File: config.mk
export PLATFORM = sky130hd
export DESIGN_NAME = midpoint_ellipse_rasterizer_unit
export DESIGN_NICKNAME = d
export VERILOG_FILES = /design/src/rtl/core/mera_pkg.sv /design/src/rtl/core/midpoint_ellipse_rasterizer_unit.sv
export SDC_FILE = /design/constraint.sdc
export NUM_CORES = 2
export LEC_CHECK = 0
export ABC_AREA = 1
export BUFFER_PORTS_ARGS = -buffer_cell sky130_fd_sc_hd__buf_2
export CAP_MARGIN = 10
export CORE_AREA = 2 2 398 400
export CTS_CLUSTER_SIZE = 16
export DETAILED_ROUTE_END_ITERATION = 8
export DIE_AREA = 0 0 400 402
export GPL_TIMING_DRIVEN = 0
export SYNTH_ARGS = -nofsm -noshare
export SYNTH_HDL_FRONTEND = slang
export SYNTH_SLANG_ARGS = --single-unit
File: constraint.sdc
create_clock -name clk -period 10.81 [get_ports clk]
set_input_delay 0.5405 -clock clk [delete_from_list [all_inputs] [get_ports clk]]
set_output_delay 0.5405 -clock clk [all_outputs]
set_load 0.03 [all_outputs]
File: src/rtl/core/mera_pkg.sv
// constants shared by the midpoint ellipse rasterizer
`default_nettype none
package mera_pkg;
	localparam int NUM_REGS     = 2;
	localparam int REG_CENTER_X = 0;
	localparam int REG_CENTER_Y = 1;
	localparam int CENTER_X_RST = 320;
	localparam int CENTER_Y_RST = 240;
	localparam logic OP_START   = 1'b0;
	localparam logic OP_STEP    = 1'b1;
	localparam int STATE_BITS   = 5;
	typedef logic [STATE_BITS-1:0] state_t;
endpackage
`default_nettype wire

File: src/rtl/core/midpoint_ellipse_rasterizer_unit.sv
// midpoint ellipse rasterizer top level with shared multiplier sequencer
//
// channel  dir  handshake          payload
// s        in   s_tvalid/s_tready  s_tdata: opcode, radius_a, radius_b
// m        out  m_tvalid/m_tready  m_tdata: pixel_x, pixel_y; m_tlast: last; m_tuser: done_res
// cfg      in   cfg_wen            cfg_index, cfg_wdata
//
// start items, region-1 steps, the step that switches region and region-2 steps all run
// on one shared multiplier; each accepted start or active step then emits four mirrored pixels
// s_tready is high only while the sequencer is idle; m_tready low holds the current pixel
// reset clears the sequencer and sets the centre to its default position
`default_nettype none
module midpoint_ellipse_rasterizer_unit
	import mera_pkg::*;
#(
	parameter int RADIUS_BITS = 10,
	parameter int COORD_BITS  = 12
) (
	input  wire logic clk,
	input  wire logic arst_n,
	input  wire logic s_tvalid,
	output logic      s_tready,
	// opcode, radius_a, radius_b from bit 0 up
	input  wire logic [((1+2*RADIUS_BITS+7)/8)*8-1:0] s_tdata,
	output logic      m_tvalid,
	input  wire logic m_tready,
	// pixel_x, pixel_y from bit 0 up
	output logic [((2*(COORD_BITS+1)+7)/8)*8-1:0] m_tdata,
	output logic      m_tlast,
	// done_res
	output logic      m_tuser,
	input  wire logic cfg_wen,
	input  wire logic [$clog2(NUM_REGS)-1:0] cfg_index,
	input  wire logic [COORD_BITS-2:0] cfg_wdata
);
	localparam int RB   = RADIUS_BITS;
	localparam int CW   = COORD_BITS - 1;
	localparam int PXW  = COORD_BITS + 1;
	localparam int PTW  = RB + 1;
	localparam int MW   = 2*RB + 4;
	localparam int PW   = 2*MW;
	localparam int OTW  = ((2*PXW+7)/8)*8;
	localparam int SW   = ((PXW > PTW) ? PXW : PTW) + 1;

	localparam state_t ST_IDLE = 5'd0;
	localparam state_t ST_S0   = 5'd1;
	localparam state_t ST_S1   = 5'd2;
	localparam state_t ST_S2   = 5'd3;
	localparam state_t ST_S3   = 5'd4;
	localparam state_t ST_S4   = 5'd5;
	localparam state_t ST_R1A  = 5'd6;
	localparam state_t ST_R1B  = 5'd7;
	localparam state_t ST_R1C  = 5'd8;
	localparam state_t ST_R1D  = 5'd9;
	localparam state_t ST_R1E  = 5'd10;
	localparam state_t ST_W0   = 5'd11;
	localparam state_t ST_W1   = 5'd12;
	localparam state_t ST_W2   = 5'd13;
	localparam state_t ST_W3   = 5'd14;
	localparam state_t ST_W4   = 5'd15;
	localparam state_t ST_R2A  = 5'd16;
	localparam state_t ST_R2B  = 5'd17;
	localparam state_t ST_R2C  = 5'd18;
	localparam state_t ST_EMIT = 5'd19;

	state_t                state_q;
	logic [CW-1:0]         cx_q, cy_q;
	logic [RB-1:0]         ra_q, rb_q;
	logic [2*RB-1:0]       a2_q, b2_q;
	logic [4*RB-1:0]       a2b2_q;
	logic [PTW-1:0]        x_q, y_q;
	logic signed [PW-1:0]  d_q, t_q, prod_q;
	logic                  region_q, active_q, done_q;
	logic [1:0]            k_q;

	logic signed [MW-1:0]  mul_a, mul_b, xs, ys, a2s, b2s, ras, rbs, prod_lo;
	logic signed [PW-1:0]  a2b2x, a2x, b2x;
	logic [PTW-1:0]        y_dec;
	logic                  s_acc, m_acc;
	logic [SW-1:0]         px_w, py_w;

	assign s_tready = (state_q == ST_IDLE);
	assign s_acc    = s_tvalid && s_tready;
	assign m_tvalid = (state_q == ST_EMIT);
	assign m_acc    = m_tvalid && m_tready;

	assign xs      = signed'({{(MW-PTW){1'b0}}, x_q});
	assign ys      = signed'({{(MW-PTW){1'b0}}, y_q});
	assign a2s     = signed'({{(MW-2*RB){1'b0}}, a2_q});
	assign b2s     = signed'({{(MW-2*RB){1'b0}}, b2_q});
	assign ras     = signed'({{(MW-RB){1'b0}}, ra_q});
	assign rbs     = signed'({{(MW-RB){1'b0}}, rb_q});
	assign prod_lo = prod_q[MW-1:0];
	assign a2b2x   = signed'({{(PW-4*RB){1'b0}}, a2b2_q});
	assign a2x     = signed'({{(PW-2*RB){1'b0}}, a2_q});
	assign b2x     = signed'({{(PW-2*RB){1'b0}}, b2_q});
	assign y_dec   = y_q - PTW'(1);

	always_comb begin
		mul_a = ras;
		mul_b = ras;
		case (state_q)
			ST_S0: begin
				mul_a = ras;
				mul_b = ras;
			end
			ST_S1: begin
				mul_a = rbs;
				mul_b = rbs;
			end
			ST_S2: begin
				mul_a = a2s;
				mul_b = rbs;
			end
			ST_S3: begin
				mul_a = a2s;
				mul_b = b2s;
			end
			ST_R1A: begin
				mul_a = a2s;
				mul_b = (ys <<< 1) - MW'(1);
			end
			ST_R1B, ST_R2B: begin
				mul_a = b2s;
				mul_b = (xs <<< 1) + MW'(2);
			end
			ST_R1C: begin
				mul_a = b2s;
				mul_b = (xs <<< 1) + MW'(3);
			end
			ST_R1D: begin
				mul_a = a2s;
				mul_b = MW'(2) - (ys <<< 1);
			end
			ST_W0: begin
				mul_a = (xs <<< 1) + MW'(1);
				mul_b = (xs <<< 1) + MW'(1);
			end
			ST_W1: begin
				mul_a = b2s;
				mul_b = prod_lo;
			end
			ST_W2: begin
				mul_a = ys - MW'(1);
				mul_b = ys - MW'(1);
			end
			ST_W3: begin
				mul_a = a2s;
				mul_b = prod_lo;
			end
			ST_R2A: begin
				mul_a = a2s;
				mul_b = MW'(3) - (ys <<< 1);
			end
			default: begin
				mul_a = ras;
				mul_b = ras;
			end
		endcase
	end

	always_ff @(posedge clk) begin
		prod_q <= mul_a * mul_b;
	end

	always_ff @(posedge clk or negedge arst_n) begin
		if (!arst_n) begin
			cx_q <= CW'(CENTER_X_RST);
			cy_q <= CW'(CENTER_Y_RST);
		end else if (cfg_wen) begin
			if (cfg_index == ($clog2(NUM_REGS))'(REG_CENTER_X))
				cx_q <= cfg_wdata;
			else if (cfg_index == ($clog2(NUM_REGS))'(REG_CENTER_Y))
				cy_q <= cfg_wdata;
		end
	end

	always_ff @(posedge clk or negedge arst_n) begin
		if (!arst_n) begin
			state_q  <= ST_IDLE;
			region_q <= 1'b0;
			active_q <= 1'b0;
			done_q   <= 1'b0;
			k_q      <= 2'd0;
			x_q      <= '0;
			y_q      <= '0;
			d_q      <= '0;
			t_q      <= '0;
			ra_q     <= '0;
			rb_q     <= '0;
			a2_q     <= '0;
			b2_q     <= '0;
			a2b2_q   <= '0;
		end else begin
			case (state_q)
				ST_IDLE: begin
					k_q <= 2'd0;
					if (s_acc) begin
						if (s_tdata[0] == OP_START) begin
							ra_q    <= s_tdata[RB:1];
							rb_q    <= s_tdata[2*RB:RB+1];
							state_q <= ST_S0;
						end else if (active_q) begin
							state_q <= region_q ? ST_R2A : ST_R1A;
						end
					end
				end
				ST_S0: state_q <= ST_S1;
				ST_S1: begin
					a2_q    <= prod_q[2*RB-1:0];
					state_q <= ST_S2;
				end
				ST_S2: begin
					b2_q    <= prod_q[2*RB-1:0];
					state_q <= ST_S3;
				end
				ST_S3: begin
					t_q     <= prod_q;
					state_q <= ST_S4;
				end
				ST_S4: begin
					a2b2_q   <= prod_q[4*RB-1:0];
					d_q      <= (b2x <<< 2) - (t_q <<< 2) + a2x;
					x_q      <= '0;
					y_q      <= PTW'(rb_q);
					region_q <= 1'b0;
					done_q   <= (rb_q == '0);
					active_q <= (rb_q != '0);
					state_q  <= ST_EMIT;
				end
				ST_R1A: state_q <= ST_R1B;
				ST_R1B: begin
					t_q     <= prod_q;
					state_q <= ST_R1C;
				end
				ST_R1C: begin
					if (t_q > prod_q) begin
						state_q <= ST_R1D;
					end else begin
						region_q <= 1'b1;
						state_q  <= ST_W0;
					end
				end
				ST_R1D: begin
					t_q     <= prod_q;
					state_q <= ST_R1E;
				end
				ST_R1E: begin
					x_q <= x_q + PTW'(1);
					if (d_q < 0) begin
						d_q      <= d_q + (t_q <<< 2);
						done_q   <= (y_q == '0);
						active_q <= (y_q != '0);
					end else begin
						d_q      <= d_q + ((t_q + prod_q) <<< 2);
						y_q      <= y_dec;
						done_q   <= (y_dec == '0);
						active_q <= (y_dec != '0);
					end
					state_q <= ST_EMIT;
				end
				ST_W0: state_q <= ST_W1;
				ST_W1: state_q <= ST_W2;
				ST_W2: begin
					d_q     <= prod_q - (a2b2x <<< 2);
					state_q <= ST_W3;
				end
				ST_W3: state_q <= ST_W4;
				ST_W4: begin
					d_q     <= d_q + (prod_q <<< 2);
					state_q <= ST_R2A;
				end
				ST_R2A: state_q <= ST_R2B;
				ST_R2B: begin
					t_q     <= prod_q;
					state_q <= ST_R2C;
				end
				ST_R2C: begin
					if (d_q < 0) begin
						d_q <= d_q + ((prod_q + t_q) <<< 2);
						x_q <= x_q + PTW'(1);
					end else begin
						d_q <= d_q + (t_q <<< 2);
					end
					y_q      <= y_dec;
					done_q   <= (y_dec == '0);
					active_q <= (y_dec != '0);
					state_q  <= ST_EMIT;
				end
				ST_EMIT: begin
					if (m_acc) begin
						k_q <= k_q + 2'd1;
						if (k_q == 2'd3)
							state_q <= ST_IDLE;
					end
				end
				default: state_q <= ST_IDLE;
			endcase
		end
	end

	// mirrored pixel for the current output slot
	always_comb begin
		if (k_q[0])
			px_w = SW'(cx_q) - SW'(x_q);
		else
			px_w = SW'(cx_q) + SW'(x_q);
		if (k_q[1])
			py_w = SW'(cy_q) - SW'(y_q);
		else
			py_w = SW'(cy_q) + SW'(y_q);
	end

	assign m_tdata = OTW'({py_w[PXW-1:0], px_w[PXW-1:0]});
	assign m_tlast = (k_q == 2'd3);
	assign m_tuser = done_q;
endmodule
`default_nettype wire
# Yosys cells after proc, flatten, opt, wreduce, memory -nomap -nowiden
# Cells that the tools add are included.
# totals
register_bits	298
latchBits	0
ramBits	0
mem_bits_ro	0
input_bits	41
out_inout_bits	36
memories	0
# op_classes
addsub	21
n_mul	1
n_div	0
n_lt_le_gt_ge	2
n_eq_ne	27
shift	0
muxes	27
bitwise_logic	2
reduce_logical	28
# op_table
cell	n
24-bit one-hot mux with 10 select lines	1
48-bit one-hot mux with 5 select lines	1
48-bit adder	3
24-bit one-hot mux with 5 select lines	1
48-bit 2-to-1 mux	2
5-bit one-hot mux with 18 select lines	1
11-bit one-hot mux with 3 select lines	2
48-bit by 21-bit adder with 48-bit output	1
48-bit > comparator	1
48-bit by 1-bit less-than comparator with 1-bit output, second input constant	1
24-bit by 24-bit multiplier with 48-bit output	1
23-bit by 48-bit subtractor with 48-bit output	1
48-bit by 43-bit subtractor with 48-bit output	1
46-bit adder	1
5-bit by 4-bit == test with 1-bit output, second input constant	8
5-bit 2-to-1 mux	6
12-bit by 2-bit adder with 13-bit output, second input constant	2
13-bit 2-to-1 mux	2
2-bit by 12-bit subtractor with 13-bit output, first input constant	2
11-bit by 11-bit adder with 12-bit output	2
11-bit by 11-bit subtractor with 12-bit output	2
11-bit zero test	2
11-bit 2-to-1 mux	2
11-bit nonzero test	2
34 further kinds	60

# Logic depth before layout (Yosys ltp)
# depth
word_depth	5
depth_mapped	42

# Least setup slack after synthesis
# No wires, ideal clock.
# synth_timing
kind	flip-flop to flip-flop
start	reg y_q[1]
end	reg prod_q[45]
setup_ns	0.125
arrival_ns	7.800
t_required_ns	10.685
setup_slack_ns	2.885
stages_incl_launch_ff	33
n_path_buf	1
cell_sequence	dfrtp_1 -> inv_1 -> ha_1 -> nand2_1 -> nand2_1 -> inv_1 -> nand2_1 -> nor2_1 -> nand2_1 -> nor2_2 -> buf_1 -> nand2_1 -> fa_1 -> inv_1 -> fa_1 -> inv_1 -> fa_1 -> inv_1 -> fa_1 -> fa_1 -> fa_1 -> inv_1 -> fa_1 -> inv_1 -> ha_1 -> nand2_1 -> nor2_1 -> inv_1 -> nor4_1 -> nand3_1 -> nand3_1 -> a31oi_1 -> xor2_1
# synth_between
elab_chain_len	3
word_cells_on_any_way	7
# synth_lines
item	line_no	rtl
from (decl)	midpoint_ellipse_rasterizer_unit.sv:71	logic [PTW-1:0] x_q, y_q;
from (signal assigned)	midpoint_ellipse_rasterizer_unit.sv:225	y_q <= PTW'(rb_q);
from (signal assigned)	midpoint_ellipse_rasterizer_unit.sv:256	y_q <= y_dec;
from (signal assigned)	midpoint_ellipse_rasterizer_unit.sv:285	y_q <= y_dec;
2-bit by 12-bit subtractor with 13-bit output, or another cell as far along	midpoint_ellipse_rasterizer_unit.sv:153	mul_b = MW'(3) - (ys <<< 1);
24-bit one-hot mux with 10 select lines / 24-bit one-hot mux with 5 select lines (equally long branches)	midpoint_ellipse_rasterizer_unit.sv:102	case (state_q)
24-bit by 24-bit multiplier with 48-bit output *	midpoint_ellipse_rasterizer_unit.sv:163	prod_q <= mul_a * mul_b;
to (signal assigned)	midpoint_ellipse_rasterizer_unit.sv:163	
to (decl)	midpoint_ellipse_rasterizer_unit.sv:72	logic signed [PW-1:0] d_q, t_q, prod_q;
# Mark *: on every way between the ends. The rest lies on a longest branch, timed or not.
# A chain may end at the register's enable or synchronous reset.

# Worst setup path after layout
# layout_timing
start	reg y_q[1]
end	reg prod_q[35]
# The elaborated chain is that of the path after synthesis.

==> impl_metrics.toml <==
[min_path]
hold_path.class = "input pin to flop"
min_from = "s_tdata[6]"

[sta]
worstMarginPinSlew_ns = 1.354
hold_viol_final = 0
slew_headroom_pct = 8.775
period_share_pct = 96.88
fin_skew_ns = 0.05938
setup_tns_ns = 0
finalSetupViolCount = 0
drv_slew = 0
period_needed_ns = 10.47
max_freq_ghz = 0.09549

[placed_design]
hpwlAfterDp_mm = 226.2
dp_cells = 10099
place_congestion = 1.017
port_buffers = 67

[setup_path]
path_common_cell = "inv_1"
crit_buf_inv = 11
critPathKind = "flop to flop"
cp_slowest_cell = "fa_1"
rr_startpoint = "y_q[1]"
critPathLaunch = "y_q[1]"
cp_max_fo = 10
startpoint_type = "flop"
crit_family = "adder cells"
crit_arrival_ns = 10.97
worstPathRequired_ns = 11.31
cp_slowest_stage_delay_ns = 0.59
critPathCaptureType = "flop"

[global_route]
track_usage_pct = 32.16
use_met3_pct = 5.098
grt.overflow.total = 0
grt_pass1_vias = 55159
use_met2_pct = 50.84
grt_max_degree = 109
grt_busiest_layer = "met2"
antenna_found_initial = 17
grt_pass1_wl_mm = 374.0
met1_usage_pct = 43.48

[route]
drt_iter0_markers = 5308
drcViolationCount = 0
drt-pass1-iter-count = 6
dr_total_vias = 54814
wl_per_cell_um = 25.57
wirelength_mm = 260.3
vias_per_cell = 5.385
ant_nets = 0

[clocking]
clockBufferDepth = 3
cts_sinks = 296
htree_levels = 2
numCtsBuffers = 40
cts_root_buf = "clkbuf_16"
worstSkewPairLatency_ns = 0.67
clk_pin_slew_ns = 0.06
cts_tree = "built"

[cells_and_area]
nNetsFinal = 9170
final_cell_count_no_fill = 10179
regArea_um2 = 7174
n_fill_cell = 17119
drive_gt1_share_pct = 4.838
multiInputGateArea_um2 = 40570
area_growth_pct = 8.515

[outcome]
status = "finished, final reports clean"

[floorplanning]
core_area_um2 = 157100
die_height_um = 402
start_util_pct = 34.61
rows = 146
die_w_um = 400
pin_count = 77
die-area_um2 = 160800

[synth]
synth.distinct_cells = 78
postSynthCellCount = 7950
seq_area_frac_synth_pct = 13.20
synth_area_um2 = 54370
synth_edf_count = 0
synthArstFlopShare_pct = 83.78
synth_seq_cells = 296
postSynthAreaPerCell_um2 = 6.838
synth_top_flop_cell = "dfrtp_1"
yosys_warnings = 0

[job]
max_cap_violations = 0
## flip-flops by register name, indices dropped and copies added (netlist names), 10 cells and up
register and cells:
cy_q 11, d_q 46, prod_q 48, a2_q 20, x_q 11, cx_q 11
t_q 48, rb_q 10, ra_q 10, b2_q 20, y_q 11, a2b2_q 40
## layer usage
layer | up-vias | share of wire, %
li1 | 25296 | -
met1 | 26917 | 43
met2 | 2178 | 44
met3 | 419 | 8.0
met4 | 4 | 5.0
met5 | - | 0.010
## cells in the mapped netlist, types with 35 or more instances
| cell | instances | area share, % |
|---|---|---|
| nand4_1 | 74 | 0.85 |
| ha_1 | 473 | 11 |
| dfxtp_1 | 48 | 1.8 |
| dfrtp_1 | 242 | 11 |
| xnor2_1 | 35 | 0.56 |
| a31oi_1 | 42 | 0.48 |
| clkbuf_1 | 72 | 0.50 |
| inv_1 | 1534 | 11 |
| a21oi_1 | 572 | 5.3 |
| nor3_1 | 86 | 0.79 |
| inv_2 | 39 | 0.27 |
| nor2_1 | 884 | 6.1 |
| nand3_1 | 342 | 3.1 |
| o21bai_1 | 60 | 0.83 |
| buf_2 | 50 | 0.46 |
| o21ai_0 | 562 | 5.2 |
| nand2_1 | 1738 | 12 |
| or2_2 | 36 | 0.41 |
| xor2_1 | 109 | 1.8 |
| fa_1 | 585 | 22 |
## final timing paths
path / slack [ns] / cells past startpoint / endpoint
worst max register to register: 0.34 / 39 / prod_q[35]
worst min-delay path: 0.14 / 2 / ra_q[5]
worst min register to register: 0.48 / 2 / active_q
max in group asynchronous: 8.88 / 4 / d_q[24]
min in group asynchronous: 0.45 / 2 / rb_q[7]
worst max-delay path: 0.34 / 39 / prod_q[35]
## kinds of logic after synthesis
logic type,after synthesis,synth area share (%)
flops,296,13.20
xor+xnor,144,2.320
other cells,1,0.006898
fa+ha+maj,1058,32.43
simple gates,3283,25.06
buf+inv,1730,12.29
mux,12,0.2417
compound gates,1426,14.46
## cell type report
cell class                 count  share of cell area [%]
multi-input combinational   5929                   68.77
sequential                   296                   12.16
clock buffer                  54                   1.921
tap                         2072                   4.394
antenna                        4                 0.01697
clock inverter                20                  0.5663
inverter                    1579                   10.07
timing repair buffer          74                  0.8208
buffer                       151                   1.279
## placed cells by master (no fill, tap or decap), types with 20 or more instances in the layout
| master | instances |
|---|---|
| a21boi_0 | 20 |
| a21o_1 | 31 |
| a21oi_1 | 571 |
| a31oi_1 | 42 |
| buf_2 | 116 |
| clkbuf_1 | 76 |
| clkbuf_16 | 40 |
| dfrtp_1 | 242 |
| dfxtp_1 | 48 |
| fa_1 | 584 |
| ha_1 | 473 |
| inv_1 | 1533 |
| inv_2 | 38 |
| nand2_1 | 1737 |
| nand2_2 | 32 |
| nand3_1 | 341 |
| nand4_1 | 74 |
| nor2_1 | 884 |
| nor3_1 | 86 |
| nor4_1 | 20 |
| o21a_1 | 21 |
| o21ai_0 | 562 |
| o21bai_1 | 60 |
| o22ai_1 | 25 |
| or2_2 | 36 |
| xnor2_1 | 35 |
| xor2_1 | 109 |
## what timing repair did
item	CTS	global route
hold endpoints to repair	63	0
resized for setup	7	13
endpoints found under the setup margin	17	18
hold buffers	1	0
buffers inserted	0	1
## worst reg2reg max path, delay by kind of cell, from the launching register on
kind | cells | cell delay [ns]
DFF | 1 | 0.46
buffers and inverters | 11 | 1.58
AOI/OAI and AO/OA | 6 | 1.62
and+or+nand+nor | 12 | 2.11
adders and majority gates | 9 | 4.21
xor gates and xnor gates | 1 | 0.32
## through the flow
step	utilization (%)	area [µm²]	setup WS, ns	hold slack (ns)
global placement	36.48	57310	-0.5844	0.4586
CTS	37.52	58940	0.06191	0.1197
floorplan	-	54380	2.885	0.2449
detailed placement	36.56	57430	-0.6133	0.4674
finish	37.55	59000	0.3372	0.1381
global route	37.55	58990	-0.06102	0.1302
Power is left out: the tool's default activity adds up to more than one toggle a clock period on the data nets, which glitch-free logic cannot reach.
